**config.mk**
```make
export PLATFORM = sky130hd
export DESIGN_NAME = priority_schedule_wait_times_unit
export DESIGN_NICKNAME = d
export VERILOG_FILES = /design/src/rtl/pswt_pkg.sv /design/src/rtl/pswt_ram.sv /design/src/rtl/pswt_div.sv /design/src/rtl/pswt_ctrl.sv /design/src/rtl/pswt_dpath.sv /design/src/rtl/priority_schedule_wait_times_unit.sv
export SDC_FILE = /design/constraint.sdc
export NUM_CORES = 2
export LEC_CHECK = 0
export ABC_AREA = 1
export BUFFER_PORTS_ARGS = -buffer_cell sky130_fd_sc_hd__buf_2
export CAP_MARGIN = 40
export CORE_MARGIN = 10
export CORE_UTILIZATION = 45
export DETAILED_ROUTE_END_ITERATION = 12
export PLACE_DENSITY_LB_ADDON = 0.12
export SETUP_SLACK_MARGIN = 0.1
export SLEW_MARGIN = 5
export SYNTH_ARGS = -nofsm -noshare
export SYNTH_HDL_FRONTEND = slang
export SYNTH_SLANG_ARGS = --single-unit
```
**constraint.sdc**
```tcl
create_clock -name clk -period 8.3 [get_ports clk]
set_clock_uncertainty 0.2 [all_clocks]
set_input_delay 0.415 -clock clk [delete_from_list [all_inputs] [get_ports clk]]
set_output_delay 0.415 -clock clk [all_outputs]
set_load 0.05 [all_outputs]
```
**src/rtl/pswt_pkg.sv**
```systemverilog
// ----------------------------------------------------------------------------
// pswt_pkg
// Shared widths, job entry type and the command and status groups that pass
// between the controller and the datapath of the priority scheduler.
// ----------------------------------------------------------------------------
package pswt_pkg;

  localparam int MAX_PROCS = 32;
  localparam int IDX_W     = $clog2(MAX_PROCS);
  localparam int CNT_W     = $clog2(MAX_PROCS + 1);

  localparam int BURST_W   = 16;
  localparam int PRIO_W    = 8;
  localparam int ID_W      = 6;
  localparam int TIME_W    = 21;
  localparam int TOTAL_W   = 26;
  localparam int STEP_W    = $clog2(TOTAL_W);
  localparam int REM_W     = CNT_W + 1;

  typedef struct packed {
    logic [ID_W-1:0]    id;
    logic [PRIO_W-1:0]  prio;
    logic [BURST_W-1:0] burst;
  } pswt_entry_t;

  localparam int ENTRY_W = $bits(pswt_entry_t);

  // write data select
  localparam logic [1:0] WSEL_LOAD  = 2'd0;
  localparam logic [1:0] WSEL_BEST  = 2'd1;
  localparam logic [1:0] WSEL_FIRST = 2'd2;

  typedef struct packed {
    logic              ram_we;
    logic [1:0]        wsel;
    logic [IDX_W-1:0]  waddr;
    logic [ID_W-1:0]   load_id;
    logic              rd_en;
    logic              rd_first;
    logic [IDX_W-1:0]  rd_addr;
    logic              emit_clear;
    logic              emit_calc;
    logic              emit_last;
    logic              dropped;
    logic              div_start;
    logic [CNT_W-1:0]  div_count;
    logic              out_finish;
  } pswt_cmd_t;

  typedef struct packed {
    logic out_busy;
    logic div_done;
  } pswt_status_t;

endpackage

```
**src/rtl/pswt_ram.sv**
```systemverilog
// ----------------------------------------------------------------------------
// pswt_ram
// Generic single-write, single-read RAM with registered read data.
// ----------------------------------------------------------------------------
module pswt_ram #(
  parameter int WIDTH = 8,
  parameter int DEPTH = 32
) (
  input  logic                     clk,
  input  logic                     we,
  input  logic [$clog2(DEPTH)-1:0] waddr,
  input  logic [WIDTH-1:0]         wdata,
  input  logic                     re,
  input  logic [$clog2(DEPTH)-1:0] raddr,
  output logic [WIDTH-1:0]         rdata
);

  logic [WIDTH-1:0] mem [DEPTH];

  always_ff @(posedge clk) begin
    if (we) begin
      mem[waddr] <= wdata;
    end
    if (re) begin
      rdata <= mem[raddr];
    end
  end

endmodule

```
**src/rtl/pswt_div.sv**
```systemverilog
// ----------------------------------------------------------------------------
// pswt_div
// Restoring divider, one quotient bit per cycle, for the schedule averages.
// ----------------------------------------------------------------------------
module pswt_div import pswt_pkg::*; (
  input  logic               clk,
  input  logic               rst,
  input  logic               start,
  input  logic [TOTAL_W-1:0] dividend,
  input  logic [CNT_W-1:0]   divisor,
  output logic               done,
  output logic [TOTAL_W-1:0] quotient
);

  logic              busy;
  logic [STEP_W-1:0] step;
  logic [REM_W-1:0]  rem;
  logic [TOTAL_W-1:0] quo;
  logic [CNT_W-1:0]  den;
  logic [REM_W-1:0]  trial;
  logic              fits;

  assign trial    = {rem[REM_W-2:0], quo[TOTAL_W-1]};
  assign fits     = trial >= {1'b0, den};
  assign quotient = quo;

  always_ff @(posedge clk) begin
    if (rst) begin
      busy <= 1'b0;
      done <= 1'b0;
      step <= '0;
    end else begin
      done <= 1'b0;
      if (start) begin
        busy <= 1'b1;
        step <= '0;
      end else if (busy) begin
        step <= step + STEP_W'(1);
        if (step == STEP_W'(TOTAL_W - 1)) begin
          busy <= 1'b0;
          done <= 1'b1;
        end
      end
    end
  end

  always_ff @(posedge clk) begin
    if (start) begin
      quo <= dividend;
      rem <= '0;
      den <= divisor;
    end else if (busy) begin
      rem <= fits ? (trial - {1'b0, den}) : trial;
      quo <= {quo[TOTAL_W-2:0], fits};
    end
  end

endmodule

```
**src/rtl/pswt_ctrl.sv**
```systemverilog
// ----------------------------------------------------------------------------
// pswt_ctrl
// Sequencer: job loading, selection sort passes, row emission and averaging.
// ----------------------------------------------------------------------------
module pswt_ctrl import pswt_pkg::*; (
  input  logic         clk,
  input  logic         rst,
  input  logic         in_valid,
  output logic         in_ready,
  input  logic         last_job,
  input  pswt_status_t status,
  output pswt_cmd_t    cmd
);

  localparam logic [3:0] ST_LOAD      = 4'd0;
  localparam logic [3:0] ST_SEL       = 4'd1;
  localparam logic [3:0] ST_SCAN      = 4'd2;
  localparam logic [3:0] ST_SWAP_A    = 4'd3;
  localparam logic [3:0] ST_SWAP_B    = 4'd4;
  localparam logic [3:0] ST_EMIT_RD   = 4'd5;
  localparam logic [3:0] ST_EMIT_CALC = 4'd6;
  localparam logic [3:0] ST_DIV_GO    = 4'd7;
  localparam logic [3:0] ST_DIV_WAIT  = 4'd8;

  logic [3:0]       state, state_next;
  logic [CNT_W-1:0] count, count_next;
  logic [CNT_W-1:0] i, i_next;
  logic [CNT_W-1:0] j, j_next;
  logic [CNT_W-1:0] k, k_next;
  logic             dropped, dropped_next;

  always_comb begin
    state_next   = state;
    count_next   = count;
    i_next       = i;
    j_next       = j;
    k_next       = k;
    dropped_next = dropped;
    in_ready     = 1'b0;

    cmd            = '0;
    cmd.load_id    = ID_W'(count) + ID_W'(1);
    cmd.dropped    = dropped;
    cmd.div_count  = count;

    case (state)
      ST_LOAD: begin
        in_ready = 1'b1;
        if (in_valid) begin
          if (count < CNT_W'(MAX_PROCS)) begin
            cmd.ram_we = 1'b1;
            cmd.wsel   = WSEL_LOAD;
            cmd.waddr  = count[IDX_W-1:0];
            count_next = count + CNT_W'(1);
          end else begin
            dropped_next = 1'b1;
          end
          if (last_job) begin
            i_next     = '0;
            state_next = ST_SEL;
          end
        end
      end
      ST_SEL: begin
        if ((i + CNT_W'(1)) >= count) begin
          k_next         = '0;
          cmd.emit_clear = 1'b1;
          state_next     = ST_EMIT_RD;
        end else begin
          cmd.rd_en    = 1'b1;
          cmd.rd_first = 1'b1;
          cmd.rd_addr  = i[IDX_W-1:0];
          j_next       = i + CNT_W'(1);
          state_next   = ST_SCAN;
        end
      end
      ST_SCAN: begin
        if (j < count) begin
          cmd.rd_en   = 1'b1;
          cmd.rd_addr = j[IDX_W-1:0];
          j_next      = j + CNT_W'(1);
        end else begin
          state_next = ST_SWAP_A;
        end
      end
      ST_SWAP_A: begin
        cmd.ram_we = 1'b1;
        cmd.wsel   = WSEL_BEST;
        cmd.waddr  = i[IDX_W-1:0];
        state_next = ST_SWAP_B;
      end
      ST_SWAP_B: begin
        cmd.ram_we = 1'b1;
        cmd.wsel   = WSEL_FIRST;
        i_next     = i + CNT_W'(1);
        state_next = ST_SEL;
      end
      ST_EMIT_RD: begin
        if (!status.out_busy) begin
          cmd.rd_en   = 1'b1;
          cmd.rd_addr = k[IDX_W-1:0];
          state_next  = ST_EMIT_CALC;
        end
      end
      ST_EMIT_CALC: begin
        cmd.emit_calc = 1'b1;
        cmd.emit_last = (k + CNT_W'(1)) == count;
        if (cmd.emit_last) begin
          state_next = ST_DIV_GO;
        end else begin
          k_next     = k + CNT_W'(1);
          state_next = ST_EMIT_RD;
        end
      end
      ST_DIV_GO: begin
        cmd.div_start = 1'b1;
        state_next    = ST_DIV_WAIT;
      end
      ST_DIV_WAIT: begin
        if (status.div_done) begin
          cmd.out_finish = 1'b1;
          count_next     = '0;
          dropped_next   = 1'b0;
          state_next     = ST_LOAD;
        end
      end
      default: begin
        state_next = ST_LOAD;
      end
    endcase
  end

  always_ff @(posedge clk) begin
    if (rst) begin
      state   <= ST_LOAD;
      count   <= '0;
      i       <= '0;
      j       <= '0;
      k       <= '0;
      dropped <= 1'b0;
    end else begin
      state   <= state_next;
      count   <= count_next;
      i       <= i_next;
      j       <= j_next;
      k       <= k_next;
      dropped <= dropped_next;
    end
  end

endmodule

```
**src/rtl/pswt_dpath.sv**
```systemverilog
// ----------------------------------------------------------------------------
// pswt_dpath
// Job store, minimum search registers, time accumulators, average dividers
// and the output row register.
// ----------------------------------------------------------------------------
module pswt_dpath import pswt_pkg::*; (
  input  logic               clk,
  input  logic               rst,
  input  pswt_cmd_t          cmd,
  output pswt_status_t       status,
  input  logic [BURST_W-1:0] burst_time,
  input  logic [PRIO_W-1:0]  priority_value,
  output logic               out_valid,
  input  logic               out_ready,
  output logic [ID_W-1:0]    job_id,
  output logic [BURST_W-1:0] job_burst,
  output logic [TIME_W-1:0]  wait_time,
  output logic [TIME_W-1:0]  turnaround_time,
  output logic [TIME_W-1:0]  avg_wait,
  output logic [TIME_W-1:0]  avg_turnaround,
  output logic               overflow,
  output logic               last_row
);

  pswt_entry_t       rdata;
  logic [ENTRY_W-1:0] rdata_raw;
  pswt_entry_t       wdata;
  logic [IDX_W-1:0]  waddr;

  logic              rd_vld;
  logic              rd_first_q;
  logic [IDX_W-1:0]  rd_idx;
  pswt_entry_t       first;
  pswt_entry_t       best;
  logic [IDX_W-1:0]  best_idx;

  logic [TIME_W-1:0]  elapsed;
  logic [TOTAL_W-1:0] wait_total;
  logic [TOTAL_W-1:0] tat_total;
  logic [TIME_W-1:0]  row_tat;

  logic               done_w, done_t;
  logic [TOTAL_W-1:0] quo_w, quo_t;

  always_comb begin
    case (cmd.wsel)
      WSEL_LOAD:  wdata = '{id: cmd.load_id, prio: priority_value, burst: burst_time};
      WSEL_BEST:  wdata = best;
      WSEL_FIRST: wdata = first;
      default:    wdata = '{id: cmd.load_id, prio: priority_value, burst: burst_time};
    endcase
  end

  assign waddr   = (cmd.wsel == WSEL_FIRST) ? best_idx : cmd.waddr;
  assign rdata   = pswt_entry_t'(rdata_raw);
  assign row_tat = elapsed + TIME_W'(rdata.burst);

  pswt_ram #(
    .WIDTH (ENTRY_W),
    .DEPTH (MAX_PROCS)
  ) u_store (
    .clk   (clk),
    .we    (cmd.ram_we),
    .waddr (waddr),
    .wdata (wdata),
    .re    (cmd.rd_en),
    .raddr (cmd.rd_addr),
    .rdata (rdata_raw)
  );

  pswt_div u_div_wait (
    .clk      (clk),
    .rst      (rst),
    .start    (cmd.div_start),
    .dividend (wait_total),
    .divisor  (cmd.div_count),
    .done     (done_w),
    .quotient (quo_w)
  );

  pswt_div u_div_tat (
    .clk      (clk),
    .rst      (rst),
    .start    (cmd.div_start),
    .dividend (tat_total),
    .divisor  (cmd.div_count),
    .done     (done_t),
    .quotient (quo_t)
  );

  assign status.out_busy = out_valid;
  assign status.div_done = done_w & done_t;

  always_ff @(posedge clk) begin
    if (rst) begin
      rd_vld    <= 1'b0;
      out_valid <= 1'b0;
    end else begin
      rd_vld <= cmd.rd_en;
      if ((cmd.emit_calc && !cmd.emit_last) || cmd.out_finish) begin
        out_valid <= 1'b1;
      end else if (out_ready) begin
        out_valid <= 1'b0;
      end
    end
  end

  // track the smallest priority of the current scan
  always_ff @(posedge clk) begin
    rd_first_q <= cmd.rd_first;
    rd_idx     <= cmd.rd_addr;
    if (rd_vld) begin
      if (rd_first_q) begin
        first    <= rdata;
        best     <= rdata;
        best_idx <= rd_idx;
      end else if (rdata.prio < best.prio) begin
        best     <= rdata;
        best_idx <= rd_idx;
      end
    end
  end

  always_ff @(posedge clk) begin
    if (cmd.emit_clear) begin
      elapsed    <= '0;
      wait_total <= '0;
      tat_total  <= '0;
    end else if (cmd.emit_calc) begin
      elapsed    <= row_tat;
      wait_total <= wait_total + TOTAL_W'(elapsed);
      tat_total  <= tat_total + TOTAL_W'(row_tat);
    end
  end

  always_ff @(posedge clk) begin
    if (cmd.emit_calc) begin
      job_id          <= rdata.id;
      job_burst       <= rdata.burst;
      wait_time       <= elapsed;
      turnaround_time <= row_tat;
      avg_wait        <= '0;
      avg_turnaround  <= '0;
      overflow        <= cmd.dropped;
      last_row        <= cmd.emit_last;
    end else if (cmd.out_finish) begin
      avg_wait       <= quo_w[TIME_W-1:0];
      avg_turnaround <= quo_t[TIME_W-1:0];
    end
  end

endmodule

```
**src/rtl/priority_schedule_wait_times_unit.sv**
```systemverilog
// ----------------------------------------------------------------------------
// priority_schedule_wait_times_unit
// Non-preemptive priority scheduler: loads a job set, orders it by priority
// and emits one row per job with waiting and turnaround times.
// ----------------------------------------------------------------------------
// While a set loads, in_ready is high and each valid beat takes a job; jobs
// past the 32nd are dropped and flagged on every row. The last_job beat closes
// the set, and no job is taken again until the final row is in the output
// register. Ordering is a selection sort over a single-read job RAM: each pass
// reads entry i, scans the rest for the smallest priority and swaps the best
// entry into slot i. Each row passes from the RAM read register to the output
// register, and a row is only loaded once the previous one has been taken.
// Before the final row the two averages run through 26-bit restoring dividers,
// one quotient bit per cycle. The next set may load while the final row waits.
module priority_schedule_wait_times_unit import pswt_pkg::*; (
  input  logic               clk,
  input  logic               rst,
  input  logic               in_valid,
  output logic               in_ready,
  input  logic [BURST_W-1:0] burst_time,
  input  logic [PRIO_W-1:0]  priority_value,
  input  logic               last_job,
  output logic               out_valid,
  input  logic               out_ready,
  output logic [ID_W-1:0]    job_id,
  output logic [BURST_W-1:0] job_burst,
  output logic [TIME_W-1:0]  wait_time,
  output logic [TIME_W-1:0]  turnaround_time,
  output logic [TIME_W-1:0]  avg_wait,
  output logic [TIME_W-1:0]  avg_turnaround,
  output logic               overflow,
  output logic               last_row
);

  pswt_cmd_t    cmd;
  pswt_status_t status;

  pswt_ctrl u_ctrl (
    .clk      (clk),
    .rst      (rst),
    .in_valid (in_valid),
    .in_ready (in_ready),
    .last_job (last_job),
    .status   (status),
    .cmd      (cmd)
  );

  pswt_dpath u_dpath (
    .clk             (clk),
    .rst             (rst),
    .cmd             (cmd),
    .status          (status),
    .burst_time      (burst_time),
    .priority_value  (priority_value),
    .out_valid       (out_valid),
    .out_ready       (out_ready),
    .job_id          (job_id),
    .job_burst       (job_burst),
    .wait_time       (wait_time),
    .turnaround_time (turnaround_time),
    .avg_wait        (avg_wait),
    .avg_turnaround  (avg_turnaround),
    .overflow        (overflow),
    .last_row        (last_row)
  );

  a_tat_sum: assert property (@(posedge clk) disable iff (rst)
    out_valid |-> turnaround_time == (wait_time + TIME_W'(job_burst)))
    else $error("turnaround differs from wait plus burst");

  a_avg_zero: assert property (@(posedge clk) disable iff (rst)
    (out_valid && !last_row) |-> (avg_wait == '0 && avg_turnaround == '0))
    else $error("average shown on a row other than the last");

  a_id_range: assert property (@(posedge clk) disable iff (rst)
    out_valid |-> (job_id != '0 && job_id <= ID_W'(MAX_PROCS)))
    else $error("job id out of range");

  a_no_load_in_sort: assert property (@(posedge clk) disable iff (rst)
    (in_valid && in_ready && last_job) |=> !in_ready)
    else $error("job taken while a set is being scheduled");

endmodule
```
==> metrics <==
status completed; Register Area 0.0390 mm^2; antenna viol nets, final 0; Layout area overhead 12.9%; CP max stage cell nor2_4; gr ovfl total 0; Max VDD drop between 200 and 250 uV; Crit. End Element flip-flop; Syn Nets 6517; number of global-route vias before repair 43400; pins over their slew limit 0; final setup TNS 0 ns; final hold vios 0; Max H-tree Level 4; Syn Inst Count between 6000 and 7000; number of flops mapped to enable cells by yosys 1179; die area ~0.15 mm^2; Worst R2R Setup Slack 3.18 ns; fin crit period 5.12 ns; worst skew pair latency 0.80 ns; worst-path fanout max 35; critical path launch point type flip-flop; R2R depth 11; layout cells sized above 1 under 10%; Ys Warns 0; Multi-input gate area 0.0180 mm^2; vias about 46000; leading area contributor after synthesis edfxtp_1; first-iteration detailed-routing DRC count 4435; first-pass GRT wire length about 290000 um; Crit Reg-Reg Startpoint u_ctrl.state[3]; Final Wtd Congestion between 0.8 and 0.9; FP Rows around 140; initial antenna violation count 3; Worst EP arrival 5.33 ns; core area roughly 0.14 mm^2; sequential area share after synthesis 62.1%; top cell type's share of synthesized area 56.5%; WS Path Type reg -> reg; worst setup path start u_ctrl.state[3]; DR WL/cell 22.8 um; final wirelength 192000 um; synthesized flop and latch total 1357; maxcap violations 0; Nets around 6600; Via density around 5.5; Mapped Area 0.0627 mm^2; Period Utilization, post-route between 60% and 70%; Power Total 15600 uW; highest clock rate 0.195 GHz; final hold slack 0.111 ns; Total GRT Usage 24.1%; Post-synth top flop edfxtp_1; Worst Path Required about 8.5 ns; Starting Density 45.4%; synth top area cells edfxtp_1 56%, nand3_1 7.2%, inv_1 7.1%; Hold Crit Class in -> reg; hold path start burst_time[14]; CP dominant cell by count buf_4; RSZ-0062 raised after global routing false; drt pass-1 iters 5; final setup violation count 0; FILL cells roughly 12000; Die Span X a little under 400 um; Root Driver clkbuf_16; PortBufs 138; capturing point of the worst reg2reg path u_dpath.u_store.mem[27][18]; CP Capture Point u_dpath.u_store.mem[27][18]; num ports approximately 140; CTS tree done; Max clock buf depth 3; Yosys cell types 50; post-DP HPWL 110000 um; Place WS 3.26 ns; clock-pin transition on the worst setup and hold timing paths about 0.060 ns; pwr/cell area 220 mW/mm^2; Rel. slew slack roughly 4.2%; worst setup margin 3.18 ns; number of remaining DRC errors 0; largest net degree at the start of global routing 217; biggest cell delay along the critical path 0.71 ns; Least-Margin Pin Slew 1.44 ns; syn avg cell area 9.82 um^2; Chip Height slightly below 400 um; asr flop ratio synth 0%; crit-path cells nor2_1 > inv_1 > nor2_1 > buf_4 > ha_2 > buf_4 > inv_1 > a31oi_2 > nand3_1 > nor2_4 > buf_4; Num CTS Buffers 150; Static Leak 0.0297 uW; number of clock sinks 1357
==> synth_stat cells, types with 45 or more instances <==
library cell,n
xor2_1,45
a21oi_1,216
nand2_1,1032
o21ai_0,204
buf_2,173
buf_1,49
clkbuf_1,146
nand4_1,508
edfxtp_1,1179
ha_1,98
dfxtp_1,178
nor2_1,286
nand3_1,898
inv_1,1192
==> state kept, by name, indices dropped and copies added, names as in the netlist, 26 cells and up <==
name and cells:
u_dpath.tat_total 26, u_dpath.u_div_wait.quotient 26, u_dpath.first 30, u_dpath.u_div_tat.quotient 26
u_dpath.wait_total 26, u_dpath.best 30, u_dpath.u_store.rdata 30, u_dpath.u_store.mem 960
==> per-stage QoR <==
stage | utilization (%) | cells | cell area [um^2]
6_report | 51.3 | 8428 | 70800
5_1_grt | 51.3 | 8427 | 70800
4_1_cts | 51.3 | 8427 | 70800
3_5_place_dp | 47.9 | 8156 | 66100
3_3_place_gp | 47.5 | 8128 | 65500
2_1_floorplan | - | 6385 | 62700
==> final cells by class <==
type                       count  area share [%]
antenna                        1         0.00353
clock buffer                 198            5.83
clock inverter                67           0.659
inverter                    1210            6.43
multi-input combinational   3443            25.5
sequential                  1357            55.0
tap                         1863            3.29
timing repair buffer         289            3.29
==> routing by layer <==
layer  share of wire (%)  up-vias  track usage, %
met2                  47     1717            39.0
met4                 4.1        0            9.90
met1                  43    22400            32.5
li1                    -    21700               -
met5                   0        -               0
met3                 6.6      383            3.37
==> report_power, final <==
| part | switching (uW) | total (uW) | internal [uW] | leakage (uW) |
|---|---|---|---|---|
| Clock | 2740 | 6350 | 3620 | 0.00226 |
| Combinational | 982 | 1340 | 354 | 0.0154 |
| Sequential | 89.1 | 7890 | 7810 | 0.0121 |
| Total | 3810 | 15600 | 11800 | 0.0297 |
==> repair_timing <==
action | 4_1_cts | 5_1_grt
hold endpoints to repair | 26 | 0
setup buffers | 0 | 0
hold buffers | 6 | 0
resized for setup | 0 | 0
endpoints found under the setup margin | 0 | 0
==> cell usage in the layout (no fill, tap or decap), types with 35 or more instances in the layout <==
cell type and instances:
inv_1 1190, edfxtp_1 1179, nand2_1 1031, nand3_1 897
nand4_1 508, nor2_1 251, o21ai_0 204, a21oi_1 191
dfxtp_1 178, clkbuf_16 156, buf_2 139, buf_4 111
ha_1 97, xor2_1 45, nor2_4 37, clkinv_1 35
clkbuf_1 35
==> how the worst min path moves through the flow <==
stage	end	slack (ns)	cells past startpoint
floorplan	u_dpath.best_idx[0]	0.19	0
detailed placement	u_dpath.best_idx[1]	0.19	0
CTS	u_dpath.u_store.mem[8][14]	0.06	4
finish	u_dpath.u_store.mem[8][14]	0.11	4
global placement	u_dpath.best_idx[1]	0.19	0
global route	u_dpath.u_store.mem[27][14]	0.11	4
==> logic make-up (layout without fill, tap and decap cells) <==
kind of cell	count (synthesis)	count (layout)	synth area share (%)
compound gates	499	499	4.27
xor+xnor	68	68	0.950
fa+ha+maj	103	103	2.11
buf+inv	1585	1764	9.88
flops	1357	1357	62.1
other cells	0	1	0
simple gates	2773	2773	20.6
==> critical path: cells and delay by family, from the launching register on <==
family,cells,cell delay (ns)
AOI/OAI and AO/OA,1,0.47
DFF,1,0.35
and+or+nand+nor,4,1.77
adders and majority gates,1,0.18
buffers and inverters,5,1.74
No activity file was read; power rests on OpenSTA's default activity.
